$ cat src/rtl/ndf_pkg.sv
// Shared constants, types and helper functions of the nodata neighbour fill block.
package ndf_pkg;

    // Geometry and data widths.
    localparam int MAX_COLS        = 4096;
    localparam int SAMPLE_BITS     = 32;
    localparam int CELL_BITS       = 32;
    localparam int COL_BITS        = 13;
    localparam int ROW_BITS        = 21;
    localparam int COL_IDX_BITS    = $clog2(MAX_COLS);
    localparam int COUNT_BITS      = 33;
    localparam int STORE_ADDR_BITS = $clog2(MAX_COLS) + 2;
    localparam int SUM_BITS        = CELL_BITS + 3;
    localparam int NBR_CNT_BITS    = 4;
    localparam int NBR_IDX_BITS    = 3;
    localparam int DIV_STEP_BITS   = $clog2(SUM_BITS + 1);
    localparam int REM_BITS        = 3;

    // Configuration port.
    localparam int PADDR_BITS    = 4;
    localparam int APB_DATA_BITS = 32;

    // Index of the final neighbour in the scan.
    localparam logic [NBR_IDX_BITS-1:0] NBR_LAST = NBR_IDX_BITS'(7);

    // Register indexes, taken from paddr[3:2].
    typedef enum logic [1:0] {
        REG_NODATA   = 2'd0,
        REG_NUM_COLS = 2'd1,
        REG_NUM_ROWS = 2'd2
    } reg_idx_t;

    // Configuration as seen by the datapath.
    typedef struct packed {
        logic signed [CELL_BITS-1:0] nodata;
        logic [COL_BITS-1:0]         cols;
        logic [ROW_BITS-1:0]         rows;
        logic [COUNT_BITS-1:0]       total;
        logic                        geom_wr;
    } cfg_t;

    // Direction of one neighbour relative to the centre cell.
    typedef struct packed {
        logic up;
        logic down;
        logic left;
        logic right;
    } nbr_dir_t;

    // Map a neighbour index to its direction.
    function automatic nbr_dir_t nbr_dir(input logic [NBR_IDX_BITS-1:0] idx);
        nbr_dir_t d;
        d = '0;
        case (idx)
            3'd0:    begin d.up = 1'b1;   d.left  = 1'b1; end
            3'd1:    begin d.up = 1'b1;                   end
            3'd2:    begin d.up = 1'b1;   d.right = 1'b1; end
            3'd3:    begin d.left = 1'b1;                 end
            3'd4:    begin d.right = 1'b1;                end
            3'd5:    begin d.down = 1'b1; d.left  = 1'b1; end
            3'd6:    begin d.down = 1'b1;                 end
            default: begin d.down = 1'b1; d.right = 1'b1; end
        endcase
        return d;
    endfunction

    // Column count saturated to one up to the maximum.
    function automatic logic [COL_BITS-1:0] eff_cols(input logic [COL_BITS-1:0] v);
        logic [COL_BITS-1:0] r;
        r = v;
        if (v == '0)
            r = COL_BITS'(1);
        else if (v > COL_BITS'(MAX_COLS))
            r = COL_BITS'(MAX_COLS);
        return r;
    endfunction

    // Row count with zero read as one.
    function automatic logic [ROW_BITS-1:0] eff_rows(input logic [ROW_BITS-1:0] v);
        return (v == '0) ? ROW_BITS'(1) : v;
    endfunction

    // Sign-extend the sample from its significant width.
    function automatic logic signed [CELL_BITS-1:0] sext_cell(input logic [CELL_BITS-1:0] v);
        logic signed [CELL_BITS-1:0] t;
        t = signed'(v << (CELL_BITS - SAMPLE_BITS));
        return t >>> (CELL_BITS - SAMPLE_BITS);
    endfunction

endpackage

$ cat src/rtl/ndf_apb_regs.sv
// Configuration registers behind an APB-style port, with the derived frame geometry.
module ndf_apb_regs (
    input  logic                               clk,
    input  logic                               rst_n,
    input  logic                               psel,
    input  logic                               penable,
    input  logic                               pwrite,
    input  logic [ndf_pkg::PADDR_BITS-1:0]     paddr,
    input  logic [ndf_pkg::APB_DATA_BITS-1:0]  pwdata,
    output logic [ndf_pkg::APB_DATA_BITS-1:0]  prdata,
    output logic                               pready,
    output ndf_pkg::cfg_t                      cfg
);
    import ndf_pkg::*;

    logic [CELL_BITS-1:0]  nodata_reg, nodata_next;
    logic [COL_BITS-1:0]   cols_reg, cols_next;
    logic [ROW_BITS-1:0]   rows_reg, rows_next;
    logic [COL_BITS-1:0]   cols_eff_reg, cols_eff_next;
    logic [ROW_BITS-1:0]   rows_eff_reg, rows_eff_next;
    logic [COUNT_BITS-1:0] total_reg, total_next;
    logic                  wr;
    logic                  geom_wr;
    reg_idx_t              idx;

    assign pready = 1'b1;
    assign wr     = psel && penable && pwrite;
    assign idx    = reg_idx_t'(paddr[3:2]);

    // Register writes; a geometry write recomputes the cell count of a frame.
    always_comb
    begin
        nodata_next   = nodata_reg;
        cols_next     = cols_reg;
        rows_next     = rows_reg;
        cols_eff_next = cols_eff_reg;
        rows_eff_next = rows_eff_reg;
        geom_wr       = 1'b0;
        if (wr)
        begin
            case (idx)
                REG_NODATA:
                    nodata_next = pwdata[CELL_BITS-1:0];
                REG_NUM_COLS:
                begin
                    cols_next     = pwdata[COL_BITS-1:0];
                    cols_eff_next = eff_cols(pwdata[COL_BITS-1:0]);
                    geom_wr       = 1'b1;
                end
                REG_NUM_ROWS:
                begin
                    rows_next     = pwdata[ROW_BITS-1:0];
                    rows_eff_next = eff_rows(pwdata[ROW_BITS-1:0]);
                    geom_wr       = 1'b1;
                end
                default:
                    geom_wr = 1'b0;
            endcase
        end
        total_next = COUNT_BITS'(rows_eff_next) * COUNT_BITS'(cols_eff_next);
    end

    // Read-back of the written values.
    always_comb
    begin
        case (idx)
            REG_NODATA:   prdata = nodata_reg;
            REG_NUM_COLS: prdata = APB_DATA_BITS'(cols_reg);
            REG_NUM_ROWS: prdata = APB_DATA_BITS'(rows_reg);
            default:      prdata = '0;
        endcase
    end

    always_ff @(posedge clk or negedge rst_n)
    begin
        if (!rst_n)
        begin
            nodata_reg   <= '0;
            cols_reg     <= COL_BITS'(MAX_COLS);
            rows_reg     <= ROW_BITS'(1);
            cols_eff_reg <= COL_BITS'(MAX_COLS);
            rows_eff_reg <= ROW_BITS'(1);
            total_reg    <= COUNT_BITS'(MAX_COLS);
        end
        else
        begin
            nodata_reg   <= nodata_next;
            cols_reg     <= cols_next;
            rows_reg     <= rows_next;
            cols_eff_reg <= cols_eff_next;
            rows_eff_reg <= rows_eff_next;
            if (geom_wr)
                total_reg <= total_next;
        end
    end

    assign cfg.nodata  = sext_cell(nodata_reg);
    assign cfg.cols    = cols_eff_reg;
    assign cfg.rows    = rows_eff_reg;
    assign cfg.total   = total_reg;
    assign cfg.geom_wr = geom_wr;

endmodule

$ cat config.mk
export PLATFORM = sky130hd
export DESIGN_NAME = ndf_apb_regs
export DESIGN_NICKNAME = d
export VERILOG_FILES = /design/src/rtl/ndf_pkg.sv /design/src/rtl/ndf_apb_regs.sv
export SDC_FILE = /design/constraint.sdc
export NUM_CORES = 1
export LEC_CHECK = 0
export BUFFER_PORTS_ARGS = -buffer_cell sky130_fd_sc_hd__buf_2
export CAP_MARGIN = 0
export CORE_MARGIN = 4
export CORE_UTILIZATION = 60
export CTS_BUF_LIST = sky130_fd_sc_hd__clkbuf_8
export CTS_CLUSTER_DIAMETER = 50
export DETAILED_ROUTE_END_ITERATION = 7
export MAX_ROUTING_LAYER = met4
export PLACE_DENSITY_LB_ADDON = 0.15
export SYNTH_ARGS = -nofsm -noshare
export SYNTH_HDL_FRONTEND = slang
export SYNTH_SLANG_ARGS = --single-unit
$ cat constraint.sdc
create_clock -name clk -period 13.9 [get_ports clk]
set_clock_uncertainty 0.15 [all_clocks]
set_input_delay 1.39 -clock clk [delete_from_list [all_inputs] [get_ports clk]]
set_output_delay 1.39 -clock clk [all_outputs]
set_load 0.1 [all_outputs]
# Word level (Yosys, flattened, before mapping)
# Index checks and enable logic that the tools add are counted.
[classes]
addsub = 0
n_mul = 1
div_mod_pow = 0
n_lt_le_gt_ge = 1
n_eq_ne = 2
n_shift = 0
muxes = 10
n_bitwise = 0
reduce_logical = 9
[op_table]
columns = ["cell", "count"]
rows = [
  ["$pmux W32 S3", 1],
  ["$mux W21", 3],
  ["$mux W13", 4],
  ["$mul A21 B13 Y33", 1],
  ["$logic_not A21 Y1", 1],
  ["$gt A13 B13 Y1 const B", 1],
  ["$logic_not A13 Y1", 1],
  ["$reduce_and A2 Y1", 3],
  ["$eq A2 B1 Y1 const B", 1],
  ["$eq A2 B2 Y1 const B", 1],
  ["$logic_and A1 B1 Y1", 2],
  ["$logic_not A2 Y1", 1],
  ["$mux W1", 2],
  ["$reduce_or A2 Y1", 1],
]
[word_totals]
reg_bits = 133
latch_bits = 0
ramBits = 0
rom_bits = 0
inputBits = 41
output_inout_bits = 133
word_cells = 29
memories = 0

# Logic depth before layout (Yosys ltp)
[depth]
depth_word = 6
mapped_depth = 27
depth_no_buf = 25

# Worst setup path before layout
# No wires, ideal clock.
[synth_timing]
kind = "in2reg"
startpoint = "input psel"
endpoint = "register total_reg[28]"
setup_time_ps = 69
arrival_time_ps = 7225
required_time_ps = 13681
setup_slack_ps = 6456
cell_stages = 25
path_buffers = 3
cell_sequence = "and3_1 clkbuf_1 nand2_1 clkbuf_1 nand2_1 and2_1 inv_1 clkbuf_1 nand2_1 fa_1 fa_1 inv_1 fa_1 fa_1 inv_1 fa_1 inv_1 ha_1 and4_1 nand2_1 or2_1 o211ai_2 a2111oi_4 or4_1 nand3_1"
[synth_between]
elab_chain_len = 4
elab_cells_between_ends = 6
cone_classes = "mul (1); mux (3); reduce/logical (2)"
[synth_rtl]
columns = ["element", "line_no", "source"]
rows = [
  ["start: declaration", "ndf_apb_regs.sv:5", "input logic psel,"],
  ["$logic_and A1 B1 Y1 (2 in series)", "ndf_apb_regs.sv:27", "assign wr = psel && penable && pwrite;"],
  ["$mux W21", "ndf_apb_regs.sv:39", "if (wr)"],
  ["named net rows_eff_next[13]", "ndf_apb_regs.sv:20", "logic [ROW_BITS-1:0] rows_eff_reg, rows_eff_next;"],
  ["$mul A21 B13 Y33", "ndf_apb_regs.sv:60", "total_next = COUNT_BITS'(rows_eff_next) * COUNT_BITS'(cols_eff_next);"],
  ["end signal: assignment", "ndf_apb_regs.sv:83", "total_reg <= COUNT_BITS'(MAX_COLS);"],
  ["end signal: assignment", "ndf_apb_regs.sv:93", "total_reg <= total_next;"],
  ["end: declaration", "ndf_apb_regs.sv:21", "logic [COUNT_BITS-1:0] total_reg, total_next;"],
]
# The timed path passes the listed nets, and every way through them passes these cells.
# A chain may end at the register's enable or synchronous reset.

# Final worst setup path
[layout_timing]
startpoint = "input paddr[2] (netlist name)"
endpoint = "register total_reg[28]"
[layout_between]
elab_chain_len = 4
elab_cells_between_ends = 10
cone_classes = "mul (1); eq/ne (2); mux (6); reduce/logical (1)"
[layout_rtl]
columns = ["element", "line_no", "source"]
rows = [
  ["start: declaration", "ndf_apb_regs.sv:8", "input logic [ndf_pkg::PADDR_BITS-1:0] paddr,"],
  ["$eq A2 B2 Y1", "ndf_apb_regs.sv:41", "case (idx)"],
  ["$mux W21", "ndf_apb_regs.sv:41", ""],
  ["$mux W21", "ndf_apb_regs.sv:39", ""],
  ["named net rows_eff_next[12]", "ndf_apb_regs.sv:20", ""],
  ["$mul A21 B13 Y33", "ndf_apb_regs.sv:60", ""],
]
# The timed path passes the listed nets, and every way through them passes these cells.

==> metrics.md <==
| Metric | Value |
|---|---|
| Status | `finished with violations` |
| Failing checks | `DRC` |
| Fraction of the mapped netlist area in adder cells | `0.373` |
| GRT Total Usage | `0.310` |
| ANT nets after route | `0` |
| # hold bufs at CTS | `0` |
| Synth warnings | `0` |
| Synthesis-to-finish area growth | `10.1%` |
| Worst Path Class, Setup | `input port to flip-flop` |
| Setup TNS Final | `0 ns` |
| FF-to-FF path depth | `20` |
| Post-synthesis mux area share | `0.0348` |
| Commonest cells post-synth | `nand2_1, inv_1, fa_1` |
| Initial antenna violation count | `0` |
| Resized cells post-CTS | `0` |
| Postcts setup bufs | `0` |
| Die Span X | `160 µm` |
| RSZ-0062 raised after global routing | `false` |
| Compound-Gate Fraction of Synth Area | `0.0773` |
| Clk buf depth | `2` |
| Fillcell total | `1853` |
| Routed WL per cell | `18.7 µm` |
| Standard-cell rows | `55` |
| Worst setup SP type | `input port` |
| Share of cells above drive strength 1 | `0.159` |
| Synthesis-stage register bit count | `around 130` |
| Pwr Density | `between 150 and 200 nW/µm²` |
| Gpl congestion | `0.942` |
| Clk slew on worst S/H paths | `0.08 ns` |
| Minimum hold slack | `0.313 ns` |
| Yosys cell types | `62` |
| DR vias/cell | `~5.7` |
| Vias in the first global route | `11600` |
| Critical path data required time | `14.15 ns` |
| First-pass GRT wire length | `61.4 mm` |
| Initial Util | `0.611` |
| GRT Max-Usage Layer | `met2` |
| Xor/xnor share of the synthesized area | `0.0114` |
| Max reg flops | `33` |
| Most frequent cell after synthesis | `nand2_1` |
| DIE AREA | `25600 µm²` |
| CP arrival | `~9.3 ns` |
| Sink Count | `133` |
| Max cap viols | `0` |
| Met3 usage | `0.0841` |
| Minimum clock period | `roughly 9 ns` |
| Period utilization | `0.650` |
| Critical path's largest stage delay | `between 0.7 and 0.8 ns` |
| Pins Over Slew Limit | `0` |
| Average cell area after synthesis | `approximately 9 µm²` |
| Die height | `160 µm` |
| Largest net degree at the start of global routing | `79` |
| Hold Path Cell Cnt | `2` |
| Met1 Usage GRT | `0.431` |
| DPL Wire Length | `~29 mm` |
| Most used cell along the critical path | `fa_1` |
| Synth Area in Simple Gates | `0.165` |
| Synth Instances | `1546` |
| Largest family of logic cells by synthesized area | `adder cells` |
| Slowest CP cell | `nand2_1` |
| CTS tree | `built` |
| Synth Cell Area | `13900 µm²` |
| Htree depth | `4` |
| Drt pass-1 iters | `8` |
| Min-delay worst type | `flip-flop to flip-flop` |
| Vias | `11200` |
| Fraction of registers with async set/reset | `1.00` |
| Fmax | `111 MHz` |
| Post-synth EDFFs | `0` |
| Crit end category | `flip-flop` |
| Endpoints failing setup | `0` |
| Post-Syn Nets | `1875` |
| WL final | `36.9 mm` |
| Final hold vios | `0` |
| Nets | `2005` |
| Leakage | `between 8 and 9 nW` |
| Core ar. | `22700 µm²` |
| CTS Root Cell | `clkbuf_8` |
| Synth area leaders | `fa_1, dfrtp_1, nand2_1` |
| Peak VDD IR | `roughly 170 µV` |
| Slew Limit Headroom | `0.234` |
| CTS Buf Count | `17` |
| Global route overflow | `0` |
| GR Util met2 | `0.448` |
| Register area share after synthesis | `0.240` |
| Synth top area share | `0.300` |
| DRC Markers | `6` |
| Drt first-iter violations | `about 940` |
| Worst skew pair latency | `between 0.4 and 0.5 ns` |
| N_diodes | `0` |
| Worst Max-Slew Pin Slew | `approximately 1.1 ns` |
| CP Max Fanout | `27` |
| I/O pin cnt | `174` |
| IO Port Bufs | `170` |
| Util after Layout | `0.673` |
| Yosys top cell by area | `fa_1` |
| Dominant synthesized flop cell | `dfrtp_1` |
## final cells by class
| cell class | count | area, µm² | area share |
|---|---|---|---|
| timing repair buffer | 182 | 947 | 0.0620 |
| multi-input combinational | 1050 | 9180 | 0.601 |
| clock inverter | 15 | 134 | 0.00876 |
| clock buffer | 17 | 234 | 0.0153 |
| inverter | 292 | 1100 | 0.0717 |
| tap | 285 | 357 | 0.0233 |
| sequential | 133 | 3330 | 0.218 |
## critical path: cells and delay by family
family	cells	cell delay, ns
compound gates	2	0.47
simple gates	9	2.57
fa+ha+maj	7	3.60
buf+inv	7	1.23
## power breakdown
group / leakage [nW] / switching [mW] / internal, mW
Clock: 0.187 / 0.183 / 0.142
Combinational: 6.25 / 1.50 / 0.541
Sequential: 1.68 / 0.0588 / 0.489
## cells by family after synthesis
kind of cell,after synthesis
simple gates,546
buf+inv,363
fa+ha+maj,289
compound gates,153
flops,133
mux,43
xor+xnor,18
other cells,1
## final timing paths
kind,startpoint,endpoint,slack [ns]
max,paddr[2],total_reg[28],4.86
min,cols_reg[12],cols_reg[12],0.31
max reg2reg,cols_eff_reg[11],total_reg[27],7.15
min reg2reg,cols_reg[12],cols_reg[12],0.31
max in group asynchronous,rst_n,total_reg[19],11.61
min in group asynchronous,rst_n,nodata_reg[6],0.79
## cells in the final DEF (no fill, tap or decap), types with 29 or more instances in the layout
master,synthesis,routed
a21oi_1,29,29
o21ai_0,33,33
nor2_1,132,132
buf_2,2,169
fa_1,208,208
dfrtp_1,128,128
inv_1,276,278
ha_1,80,80
and2_1,36,36
mux2_2,42,42
nand2_1,314,313
## routing by layer
metal / wire (µm) / share of wire
met3: 3940 / 0.11
met4: 1120 / 0.030
met1: 15600 / 0.42
met2: 16300 / 0.44
met5: 0 / 0
## per-stage QoR
step           std cells  instance area, µm²  power [mW]  setup WS, ns
5_1_grt             1974               15300        3.14          4.32
6_report            1974               15300        2.92          4.86
4_1_cts             1974               15300        2.92          4.93
3_5_place_dp        1942               14900        2.57          4.49
2_1_floorplan       1546               13900        2.12          6.46
3_3_place_gp        1942               14900        2.56          4.47
Note: power is estimated with default switching activity, not from simulation.
