**src/rtl/ndf_pkg.sv**
```systemverilog
// Shared constants, types and helper functions of the nodata neighbour fill block.
package ndf_pkg;

    // Geometry and data widths.
    localparam int MAX_COLS        = 4096;
    localparam int SAMPLE_BITS     = 32;
    localparam int CELL_BITS       = 32;
    localparam int COL_BITS        = 13;
    localparam int ROW_BITS        = 21;
    localparam int COL_IDX_BITS    = $clog2(MAX_COLS);
    localparam int COUNT_BITS      = 33;
    localparam int STORE_ADDR_BITS = $clog2(MAX_COLS) + 2;
    localparam int SUM_BITS        = CELL_BITS + 3;
    localparam int NBR_CNT_BITS    = 4;
    localparam int NBR_IDX_BITS    = 3;
    localparam int DIV_STEP_BITS   = $clog2(SUM_BITS + 1);
    localparam int REM_BITS        = 3;

    // Configuration port.
    localparam int PADDR_BITS    = 4;
    localparam int APB_DATA_BITS = 32;

    // Index of the final neighbour in the scan.
    localparam logic [NBR_IDX_BITS-1:0] NBR_LAST = NBR_IDX_BITS'(7);

    // Register indexes, taken from paddr[3:2].
    typedef enum logic [1:0] {
        REG_NODATA   = 2'd0,
        REG_NUM_COLS = 2'd1,
        REG_NUM_ROWS = 2'd2
    } reg_idx_t;

    // Configuration as seen by the datapath.
    typedef struct packed {
        logic signed [CELL_BITS-1:0] nodata;
        logic [COL_BITS-1:0]         cols;
        logic [ROW_BITS-1:0]         rows;
        logic [COUNT_BITS-1:0]       total;
        logic                        geom_wr;
    } cfg_t;

    // Direction of one neighbour relative to the centre cell.
    typedef struct packed {
        logic up;
        logic down;
        logic left;
        logic right;
    } nbr_dir_t;

    // Map a neighbour index to its direction.
    function automatic nbr_dir_t nbr_dir(input logic [NBR_IDX_BITS-1:0] idx);
        nbr_dir_t d;
        d = '0;
        case (idx)
            3'd0:    begin d.up = 1'b1;   d.left  = 1'b1; end
            3'd1:    begin d.up = 1'b1;                   end
            3'd2:    begin d.up = 1'b1;   d.right = 1'b1; end
            3'd3:    begin d.left = 1'b1;                 end
            3'd4:    begin d.right = 1'b1;                end
            3'd5:    begin d.down = 1'b1; d.left  = 1'b1; end
            3'd6:    begin d.down = 1'b1;                 end
            default: begin d.down = 1'b1; d.right = 1'b1; end
        endcase
        return d;
    endfunction

    // Column count saturated to one up to the maximum.
    function automatic logic [COL_BITS-1:0] eff_cols(input logic [COL_BITS-1:0] v);
        logic [COL_BITS-1:0] r;
        r = v;
        if (v == '0)
            r = COL_BITS'(1);
        else if (v > COL_BITS'(MAX_COLS))
            r = COL_BITS'(MAX_COLS);
        return r;
    endfunction

    // Row count with zero read as one.
    function automatic logic [ROW_BITS-1:0] eff_rows(input logic [ROW_BITS-1:0] v);
        return (v == '0) ? ROW_BITS'(1) : v;
    endfunction

    // Sign-extend the sample from its significant width.
    function automatic logic signed [CELL_BITS-1:0] sext_cell(input logic [CELL_BITS-1:0] v);
        logic signed [CELL_BITS-1:0] t;
        t = signed'(v << (CELL_BITS - SAMPLE_BITS));
        return t >>> (CELL_BITS - SAMPLE_BITS);
    endfunction

endpackage

```
**src/rtl/ndf_mean_div.sv**
```systemverilog
// Restoring divider of the neighbour sum magnitude by the neighbour count, one bit a cycle.
module ndf_mean_div (
    input  logic                                clk,
    input  logic                                rst_n,
    input  logic                                start,
    input  logic [ndf_pkg::SUM_BITS-1:0]        dividend,
    input  logic [ndf_pkg::NBR_CNT_BITS-1:0]    divisor,
    output logic                                done,
    output logic [ndf_pkg::CELL_BITS-1:0]       quotient
);
    import ndf_pkg::*;

    logic                      busy_reg, busy_next;
    logic [DIV_STEP_BITS-1:0]  step_reg, step_next;
    logic [SUM_BITS-1:0]       work_reg, work_next;
    logic [REM_BITS-1:0]       rem_reg, rem_next;
    logic [NBR_CNT_BITS-1:0]   dvs_reg, dvs_next;
    logic [NBR_CNT_BITS-1:0]   partial;
    logic [NBR_CNT_BITS-1:0]   diff;
    logic                      qbit;

    // One quotient bit: bring down the next dividend bit and try a subtraction.
    assign partial = {rem_reg, work_reg[SUM_BITS-1]};
    assign qbit    = (partial >= dvs_reg);
    assign diff    = partial - dvs_reg;

    assign done     = busy_reg && (step_reg == '0);
    assign quotient = work_reg[CELL_BITS-1:0];

    always_comb
    begin
        busy_next = busy_reg;
        step_next = step_reg;
        work_next = work_reg;
        rem_next  = rem_reg;
        dvs_next  = dvs_reg;
        if (start)
        begin
            busy_next = 1'b1;
            step_next = DIV_STEP_BITS'(SUM_BITS);
            work_next = dividend;
            rem_next  = '0;
            dvs_next  = divisor;
        end
        else if (busy_reg)
        begin
            if (step_reg == '0)
                busy_next = 1'b0;
            else
            begin
                step_next = step_reg - DIV_STEP_BITS'(1);
                work_next = {work_reg[SUM_BITS-2:0], qbit};
                rem_next  = qbit ? diff[REM_BITS-1:0] : partial[REM_BITS-1:0];
            end
        end
    end

    // Control state.
    always_ff @(posedge clk or negedge rst_n)
    begin
        if (!rst_n)
        begin
            busy_reg <= 1'b0;
            step_reg <= '0;
        end
        else
        begin
            busy_reg <= busy_next;
            step_reg <= step_next;
        end
    end

    // Datapath registers.
    always_ff @(posedge clk)
    begin
        work_reg <= work_next;
        rem_reg  <= rem_next;
        dvs_reg  <= dvs_next;
    end

endmodule

```
**config.mk**
```make
export PLATFORM = sky130hd
export DESIGN_NAME = ndf_mean_div
export DESIGN_NICKNAME = d
export VERILOG_FILES = /design/src/rtl/ndf_pkg.sv /design/src/rtl/ndf_mean_div.sv
export SDC_FILE = /design/constraint.sdc
export NUM_CORES = 1
export LEC_CHECK = 0
export ABC_AREA = 0
export BUFFER_PORTS_ARGS = -buffer_cell sky130_fd_sc_hd__buf_2
export CORE_MARGIN = 8
export CORE_UTILIZATION = 25
export DETAILED_ROUTE_END_ITERATION = 8
export SYNTH_ARGS = -nofsm -noshare
export SYNTH_HDL_FRONTEND = slang
export SYNTH_SLANG_ARGS = --single-unit
```
**constraint.sdc**
```tcl
create_clock -name clk -period 4.76 [get_ports clk]
set_clock_uncertainty 0.15 [all_clocks]
set_input_delay 1.428 -clock clk [delete_from_list [all_inputs] [get_ports clk]]
set_output_delay 1.428 -clock clk [all_outputs]
set_load 0.01 [all_outputs]
```
-- Word level (Yosys, flattened, before mapping)
Cells that the tools add are included.
- bits in registers: 49
- bits of input ports: 42
- output and inout port bits: 33
- logic and storage cells: 25
- $add $sub $neg: 2
- magnitude comparators: 1
- equality and inequality tests: 1
- multiplexer cells: 10
- bitwise operators: 1
- reductions and logical operators: 5
- operators with widths (cell ; count):
    2-to-1 mux 35 bit ; 3
    2-to-1 mux 6 bit ; 3
    logical NOT 6 bit ; 1
    subtractor 6 x 1 -> 6 bit, second input constant ; 1
    greater-or-equal comparator 4 bit ; 1
    AND reduction 2 bit ; 2
    2-to-1 mux 1 bit ; 3
    2-to-1 mux 3 bit ; 1
    subtractor 3 bit ; 1
    inequality test 2 bit, second input constant ; 1
    nonzero test 2 bit ; 1
    logical AND 1 bit ; 1
    NOT 1 bit ; 1

-- Logic depth before layout (Yosys ltp)
Gate-level depths: netlist of run 1.
- depth in word-level cells: 4
- depth in mapped cells: 7
- depth with buffers taken out: 7

-- Least setup slack after synthesis of run 1
No wires, ideal clock.
- path kind: input port to flip-flop
- start point: input port start
- end point: register work_reg[0] (enable)
- setup time: 0.398 ns
- arrival time: 2.648 ns
- required time: 4.212 ns
- path slack: 1.563 ns
- stages on the path: 2
- path buffers: 1
- cells stage by stage: clkbuf_1 nand2b_1
- cells in the longest elaborated chain, start to end: 2
- elaborated cells on any way between the ends: 3
- classes of those cells: 1 x eq/ne; 2 x reduce/logical
- ends and longest elaborated chain (what ; RTL line ; text):
    start: declaration ; ndf_mean_div.sv:5 ; input logic start,
    inequality test 2 bit (no source line) or nonzero test 2 bit (tied branches) ; -- ;
    AND reduction 2 bit (no source line) (*) ; -- ;
    end signal: assignment ; ndf_mean_div.sv:76 ; work_reg <= work_next;
    end: declaration ; ndf_mean_div.sv:15 ; logic [SUM_BITS-1:0] work_reg, work_next;
Every way passes the cells marked *; elsewhere a longest branch is shown, timed or not.
A chain may end at the register's enable or synchronous reset.

-- Worst setup path in the final report of run 1
- start point: register step_reg[0]
- end point: output port done
- cells in the longest elaborated chain, start to end: 2
- ends and longest elaborated chain (what ; RTL line ; text):
    start: declaration ; ndf_mean_div.sv:14 ; logic [DIV_STEP_BITS-1:0] step_reg, step_next;
    start signal: assignment ; ndf_mean_div.sv:69 ; step_reg <= step_next;
    logical NOT 6 bit ; ndf_mean_div.sv:27 ; assign done = busy_reg && (step_reg == '0);
    logical AND 1 bit ; ndf_mean_div.sv:27 ;
    end: declaration ; ndf_mean_div.sv:8 ; output logic done,
Every way passes these cells.

==> results_dict.tcl, run 1 <==
set metrics [dict create \
    status "finished, final reports clean" \
    setup_ws_ns 1.25 \
    cts_tree "built" \
    drc 0 \
    gp_congestion 0.722 \
    synthCells 185 \
    clock_tree.root_cell "clkbuf_8" \
    slew_viol_final 0 \
    critical_path_required_ns 3.18 \
    power.density_nw_per_um2 364 \
    initial_core_util_pct 25.7 \
    post_dp_cell_area_um2 2790 \
    largest_register_ffs 35 \
    dp_hpwl_um 3690 \
    fin_crit_ns 3.51 \
    ctsResizeCount 0 \
    ys.flop_type "edfxtp_1" \
    maxUsedRoutingLayer "met4" \
    setup_violations 0 \
    via_per_inst 4.06 \
    cts_buffers 5 \
    dp_worst_setup_slack_ns 1.40 \
    post_drt_wl_per_cell_um 13.6 \
    clock_path_buffers 2 \
    ys_warn_count 0 \
    worstPathCellList "inv_1 -> ha_1 -> or4b_1 -> nor3b_1 -> buf_2" \
    track_usage_pct 7.13 \
    syn_area_um2 2510 \
    wl_met3_um 417 \
    ys_types 40 \
    synth_nets 234 \
    worstPathArrival_ns 1.94 \
    layout_worst_path_cycle_share_pct 73.8 \
    crit_type "flop to output port" \
    startpoint "step_reg[0]$_DFFE_PN0P_" \
    antenna_found_initial 0 \
    tns_ns 0 \
    cpPeakStageDelay_ns 0.57 \
    slowest_stage "or4b_1" \
    wl_met2_um 2270 \
    die_height_um 116 \
    hold_viol_final 0 \
    leakagePower_nw 1.20 \
    path_buf_inv 2 \
    hold_class "flop to flop" \
    ys_top_cells_by_area "edfxtp_1, mux2_2, buf_4" \
    rows 36 \
    maxCapViolCount 0 \
    grt_pass1_wl_um 7580 \
    postRouteAntennaNets 0 \
    final_cell_area_um2 2900 \
    synth.avg_cell_area_um2 13.6 \
    worstMarginPinSlew_ns 0.903 \
    clock_latency_ns 0.30 \
    ys_seq_area_share_pct 56.0 \
    ir_drop_mv 0.118 \
    cp_top_family "simple AND/OR/NAND/NOR gates" \
    drive_gt1_share_pct 52.8 \
    total_power_mw 1.06 \
    synthToLayoutAreaGrowth_pct 15.5 \
    post_cts.repair.setup_buffers 0 \
    first_pass_iters 5 \
    ios 75 \
    drt_iter0_drc 64 \
    max_freq_mhz 285 \
    coreArea_um2 9770 \
    reg2reg_from "step_reg[0]$_DFFE_PN0P_" \
    ys_ff_latch 49 \
    grt_pass1_vias 1577 \
    die_x_um 116 \
    ctsHoldBuffers 0 \
    io_buffers 74 \
    netlist.area_leader.share_pct 46.6 \
    num-nets-final 277 \
    worstSetupStartpointType "flop" \
    end_kind "output port" \
    clkTransAtPathRegs_ns 0.10 \
    clkSinkCount 49 \
    cts_max_level 2 \
    min_from "rem_reg[1]$_SDFFE_PP0P_" \
    rsz0062_at_grt "false" \
    grt_overflow 0 \
    die-area_um2 13500 \
    wl_met1_um 2190 \
    cp_max_fo 5 \
    synthArstFlopShare_pct 14.3 \
    synth_enable_flop_cells 39 \
    slew_headroom_pct 39.8 \
    grt_max_degree 37 \
    synth_top_area_cell "edfxtp_1" \
    antennaDiodeCount 0 \
    fillers 1021 \
    routed_wirelength_um 4910 \
    num_vias 1471 \
]
-- cell type report --
class / count / area [µm²] / area share (%)
sequential: 49 / 1410 / 48.5
multi-input combinational: 86 / 798 / 27.5
timing repair buffer: 75 / 378 / 13.0
tap: 133 / 166 / 5.74
clock buffer: 5 / 68.8 / 2.37
clock inverter: 3 / 41.3 / 1.42
inverter: 11 / 41.3 / 1.42
-- kinds of logic after synthesis --
logic type	Yosys count	synth area share (%)
AOI/OAI and AO/OA	20	6.48
xor gates and xnor gates	5	1.74
adders and majority gates	7	3.79
buffers and inverters	50	12.3
DFF	49	56.0
muxes	34	15.2
and+or+nand+nor	20	4.43
-- synthesized netlist by cell type, types with 2 or more instances --
cell type,count
dfrtp_1,7
ha_1,6
nor2_1,5
nor3_1,3
dfxtp_1,3
xor2_1,4
clkbuf_1,2
a21oi_1,5
edfxtp_1,39
mux2_2,34
buf_1,4
nand2b_1,4
inv_1,11
buf_4,32
-- power breakdown --
| group | internal (mW) | switching [mW] | total (mW) |
|---|---|---|---|
| combinational | 0.107 | 0.105 | 0.212 |
| sequential | 0.520 | 0.0287 | 0.548 |
| clock | 0.155 | 0.142 | 0.297 |
-- worst min-delay path, stage by stage, from the launching register on --
cell and delay, ns:
dfxtp_1 0.33, inv_1 0.07, o22ai_1 0.08
-- cells in the final DEF (no fill, tap or decap), types with 3 or more instances in the layout --
cell type	n
edfxtp_1	39
nand2b_1	3
nor2_1	5
dfrtp_1	7
ha_1	6
dfxtp_1	3
inv_1	11
a21oi_1	5
buf_2	74
nor3_1	3
xor2_1	4
clkbuf_8	5
mux2_2	34
-- routing by layer --
metal  vias up  track usage [%]
met4         0             2.07
met5         -                0
met3         4             2.22
met2        50             12.1
met1       696             8.42
li1        721                -
-- worst paths after layout --
kind / slack (ns) / cells after the start / to
max reg2reg: 2.03 / 5 / work_reg[6]$_DFFE_PP_
max: 1.25 / 5 / done
min: 0.38 / 2 / rem_reg[1]$_SDFFE_PP0P_
min in group asynchronous: 0.79 / 1 / step_reg[1]$_DFFE_PN0P_
min reg2reg: 0.38 / 2 / rem_reg[1]$_SDFFE_PP0P_
max in group asynchronous: 3.50 / 1 / step_reg[3]$_DFFE_PN0P_
-- stage by stage --
step | std cells | hold slack [ns] | util, %
CTS | 362 | 0.373 | 29.7
finish | 362 | 0.376 | 29.7
global placement | 354 | 0.357 | 28.5
floorplan | 185 | 0.323 | -
global route | 362 | 0.413 | 29.7
detailed placement | 354 | 0.349 | 28.5
No activity file was read; power rests on OpenSTA's default activity.
==> run 2: changes to the inputs <==
==> constraint.sdc (replaced) <==
create_clock -name clk -period 3.5 [get_ports clk]
set_clock_uncertainty 0.15 [all_clocks]
set_input_delay 1.05 -clock clk [delete_from_list [all_inputs] [get_ports clk]]
set_output_delay 1.05 -clock clk [all_outputs]
set_load 0.01 [all_outputs]
==> run 2 against run 1 <==
  * Global-route usage is essentially flat
  * Flip-flop and latch count stayed put
  * Critical path depth is the same
  * Non-clock buffer count is 1 higher
  * Cell count increased by 0.28%
  * Power rose by 28%
  * Largest cell class unchanged
==> results_dict.tcl, run 2 (synthesized netlist as in run 1, its figures left out) <==
set metrics [dict create \
    status "finished, final reports clean" \
    clkTransAtPathRegs_ns 0.09 \
    drt_iter0_drc 91 \
    slew_headroom_pct 53.1 \
    grt_pass1_vias 1540 \
    worstMarginPinSlew_ns 0.703 \
    antenna_found_initial 0 \
    power.density_nw_per_um2 467 \
    largest_register_ffs 35 \
    setup_violations 0 \
    maxCapViolCount 0 \
    clkSinkCount 49 \
    worstPathArrival_ns 1.89 \
    crit_type "flop to output port" \
    leakagePower_nw 1.20 \
    clock_latency_ns 0.30 \
    die_x_um 116 \
    final_common_cell "buf_2" \
    postRouteAntennaNets 0 \
    via_per_inst 4.07 \
    grt_max_degree 34 \
    fin_cells 363 \
    worstSetupStartpointType "flop" \
    dp_hpwl_um 3750 \
    hold_viol_final 0 \
    initial_core_util_pct 25.7 \
    io_buffers 74 \
    slew_viol_final 0 \
    ctsHoldBuffers 0 \
    max_freq_mhz 324 \
    gp_congestion 0.751 \
    num_vias 1479 \
    cp_max_fo 5 \
    ios 75 \
    drc 0 \
    rsz0062_at_grt "false" \
    ir_drop_mv 0.158 \
    die-area_um2 13500 \
    clock_tree.root_cell "clkbuf_8" \
    routed_wirelength_um 4810 \
    post_drt_wl_per_cell_um 13.3 \
    cts_buffers 5 \
    grt_pass1_wl_um 7520 \
    tns_ns 0 \
    critical_path_required_ns 2.30 \
    first_pass_iters 4 \
    num-nets-final 278 \
    grt_overflow 0 \
    track_usage_pct 7.11 \
    drive_gt1_share_pct 53.0 \
    layout_worst_path_cycle_share_pct 88.3 \
    cts_tree "built" \
    cts_max_level 2 \
    hold_class "flop to flop" \
    synthToLayoutAreaGrowth_pct 15.3 \
    end_kind "output port" \
    post_cts.repair.setup_buffers 0 \
    antennaDiodeCount 0 \
    ctsResizeCount 0 \
    die_height_um 116 \
    dp_cells 355 \
    rows 36 \
    clock_path_buffers 2 \
    final_cell_mix "buf_2, edfxtp_1, mux2_2, inv_1, dfrtp_1" \
    coreArea_um2 9770 \
    fin_crit_ns 3.09 \
]
## run 2: changes by cell type in the layout (fill, tap and decap cells not counted), sizes merged
cell      previous run  this run
buf                 75        76
bufinv               1         0
clkinv               1         3
clkinvlp             1         0
## run 2: per-layer routing
layer	GRT usage, %	vias to the layer above	wire [µm]
met5	0	-	0
met1	8.68	703	2050
met2	11.4	50	2250
met4	2.51	0	63
met3	2.48	6	452
li1	-	720	-
## run 2: path summary, 6_finish.rpt
check,to,cells past startpoint,slack (ns),startpoint
setup / recovery,done,5,0.41,step_reg[0]$_DFFE_PN0P_
hold / removal,step_reg[1]$_DFFE_PN0P_,1,0.37,step_reg[1]$_DFFE_PN0P_
setup reg to reg,work_reg[1]$_DFFE_PP_,6,1.10,step_reg[0]$_DFFE_PN0P_
hold reg to reg,step_reg[1]$_DFFE_PN0P_,1,0.37,step_reg[1]$_DFFE_PN0P_
max in group asynchronous,step_reg[2]$_DFFE_PN0P_,1,2.62,rst_n
min in group asynchronous,step_reg[5]$_DFFE_PN0P_,1,0.42,rst_n
## run 2: stage by stage
stage                     utilization (%)  power, mW  instance area [µm²]  hold slack [ns]  setup slack, ns
final                                29.6       1.35                 2900            0.374            0.410
after global routing                 29.6       1.44                 2900            0.413            0.242
after CTS                            29.6       1.38                 2900            0.379            0.388
after detailed placement             28.8       1.05                 2810            0.358            0.703
after global placement               28.8       1.05                 2810            0.349            0.710
after floorplan                         -      0.996                 2510            0.323            0.681
## run 2: layout make-up
| cell class | instances | area (µm²) |
|---|---|---|
| clock buffer | 5 | 68.8 |
| tap | 133 | 166 |
| clock inverter | 3 | 17.5 |
| inverter | 11 | 41.3 |
| sequential | 49 | 1410 |
| fill | 991 | 6880 |
| multi-input combinational | 86 | 798 |
| timing repair buffer | 76 | 398 |
## run 2: power by group
part | internal [mW] | switching, mW
sequential | 0.707 | 0.0396
clock | 0.138 | 0.183
combinational | 0.146 | 0.140
## run 2: worst max-delay path, cell delays in order (launching register included)
cell     delay [ns]
dfrtp_1        0.38
inv_1          0.11
ha_1           0.14
or4b_1         0.57
nor3b_1        0.24
buf_2          0.16
==> run 3: changes to the inputs <==
--- a/config.mk
+++ b/config.mk
@@ -10,6 +10,7 @@
 export CORE_MARGIN = 8
 export CORE_UTILIZATION = 25
 export DETAILED_ROUTE_END_ITERATION = 8
+export MAX_ROUTING_LAYER = met4
 export SYNTH_ARGS = -nofsm -noshare
 export SYNTH_HDL_FRONTEND = slang
 export SYNTH_SLANG_ARGS = --single-unit
==> run 3 against run 2 <==
  * Power hardly changed
  * Wire length grew 0.19%
  * Final area unchanged
  * Fmax about the same
  * Highest routed layer unchanged
==> results_dict.tcl, run 3 (synthesized netlist as in run 1, its figures left out) <==
set metrics [dict create \
    reg2reg_from "step_reg[0]$_DFFE_PN0P_" \
    post_cts.repair.setup_buffers 0 \
    cp_max_fo 5 \
    post_dp_cell_area_um2 2810 \
    hold-worst-slack_ns 0.374 \
    hold_viol_final 0 \
    final_cell_mix "buf_2, edfxtp_1, mux2_2, inv_1, dfrtp_1" \
    num-nets-final 278 \
    ios 75 \
    cts_buffers 5 \
    drive_gt1_share_pct 53.0 \
    clock_latency_ns 0.30 \
    end_kind "output port" \
    cp_top_family "simple AND/OR/NAND/NOR gates" \
    via_per_inst 4.09 \
    io_buffers 74 \
    r2r_slack_ns 1.11 \
    setup_violations 0 \
    rsz0062_at_grt "false" \
    max_freq_mhz 324 \
    die_height_um 116 \
    coreArea_um2 9770 \
    worstSetupStartpointType "flop" \
    fin_crit_ns 3.09 \
    ir_drop_mv 0.158 \
    power.density_nw_per_um2 468 \
    slew_viol_final 0 \
    cpPeakStageDelay_ns 0.57 \
    critical_path_required_ns 2.30 \
    worstMarginPinSlew_ns 0.699 \
    clkSinkCount 49 \
    ctsResizeCount 0 \
    die_x_um 116 \
    ctsHoldBuffers 0 \
    track_usage_pct 7.30 \
    post_drt_wl_per_cell_um 13.3 \
    path_buf_inv 2 \
    status "finished, final reports clean" \
    drc 0 \
    gp_congestion 0.760 \
    cts_tree "built" \
    die-area_um2 13500 \
    clock_path_buffers 2 \
    grt_pass1_wl_um 7510 \
    postRouteAntennaNets 0 \
    slew_headroom_pct 53.4 \
    drt_iter0_drc 90 \
    routed_wirelength_um 4820 \
    min_from "step_reg[1]$_DFFE_PN0P_" \
    cts_max_level 2 \
    antenna_found_initial 0 \
    reg2reg_depth 6 \
    synthToLayoutAreaGrowth_pct 15.3 \
    final_cell_area_um2 2900 \
    layout_worst_path_cycle_share_pct 88.2 \
    rows 36 \
    dp_hpwl_um 3750 \
    grt_max_degree 34 \
    num_vias 1484 \
    hold_depth 1 \
    clock_tree.root_cell "clkbuf_8" \
    worstPathCellList "inv_1 -> ha_1 -> or4b_1 -> nor3b_1 -> buf_2" \
    clkTransAtPathRegs_ns 0.09 \
    largest_register_ffs 35 \
    tns_ns 0 \
    grt_overflow 0 \
    final_common_cell "buf_2" \
    leakagePower_nw 1.20 \
    antennaDiodeCount 0 \
    hold_class "flop to flop" \
    min_to "step_reg[1]$_DFFE_PN0P_" \
    first_pass_iters 4 \
    slowest_stage "or4b_1" \
    maxCapViolCount 0 \
    initial_core_util_pct 25.7 \
    grt_pass1_vias 1542 \
    worstPathArrival_ns 1.89 \
    r2r-end "work_reg[1]$_DFFE_PP_" \
    crit_type "flop to output port" \
]
-- run 3: cell counts in the layout (fill, tap and decap cells not counted) --
No cell type changed its count.
-- run 3: worst max path at each step --
stage	from	endpoint	slack [ns]	cells past startpoint
after floorplan	start	work_reg[0]$_DFFE_PP_	0.68	2
after global placement	start	work_reg[1]$_DFFE_PP_	0.71	3
after detailed placement	start	work_reg[16]$_DFFE_PP_	0.70	3
after CTS	step_reg[0]$_DFFE_PN0P_	done	0.39	5
after global routing	step_reg[0]$_DFFE_PN0P_	done	0.24	5
final	step_reg[0]$_DFFE_PN0P_	done	0.41	5
-- run 3: cell type report --
type                       count  area [µm²]
fill                         991        6880
timing repair buffer          76         398
tap                          133         166
inverter                      11        41.3
multi-input combinational     86         798
sequential                    49        1410
clock buffer                   5        68.8
clock inverter                 3        17.5
-- run 3: metrics by stage --
step	instances	util (%)	worst slack (ns)	total power, mW
after detailed placement	355	28.8	0.703	1.05
final	363	29.6	0.412	1.35
after global routing	363	29.6	0.242	1.44
after CTS	363	29.6	0.388	1.38
after global placement	355	28.8	0.710	1.05
after floorplan	185	-	0.681	0.996
-- run 3: power breakdown --
part / internal (mW) / switching (mW)
Combinational: 0.146 / 0.141
Sequential: 0.707 / 0.0396
Clock: 0.138 / 0.183
Total: 0.991 / 0.363
-- run 3: metal layers --
| metal | wire [µm] | global-route usage (%) | part of all wire (%) | up-vias |
|---|---|---|---|---|
| li1 | - | - | - | 721 |
| met1 | 2050 | 8.62 | 42 | 706 |
| met2 | 2240 | 11.4 | 46 | 50 |
| met3 | 476 | 2.48 | 9.9 | 7 |
| met4 | 61 | 2.51 | 1.3 | 0 |
| met5 | 0 | - | 0 | - |
-- run 3: worst reg2reg max path: cells and delay by family (launching register included) --
kind | cells | cell delay [ns]
compound gates | 1 | 0.33
fa+ha+maj | 1 | 0.14
buf+inv | 2 | 0.33
flops | 1 | 0.38
simple gates | 2 | 0.79
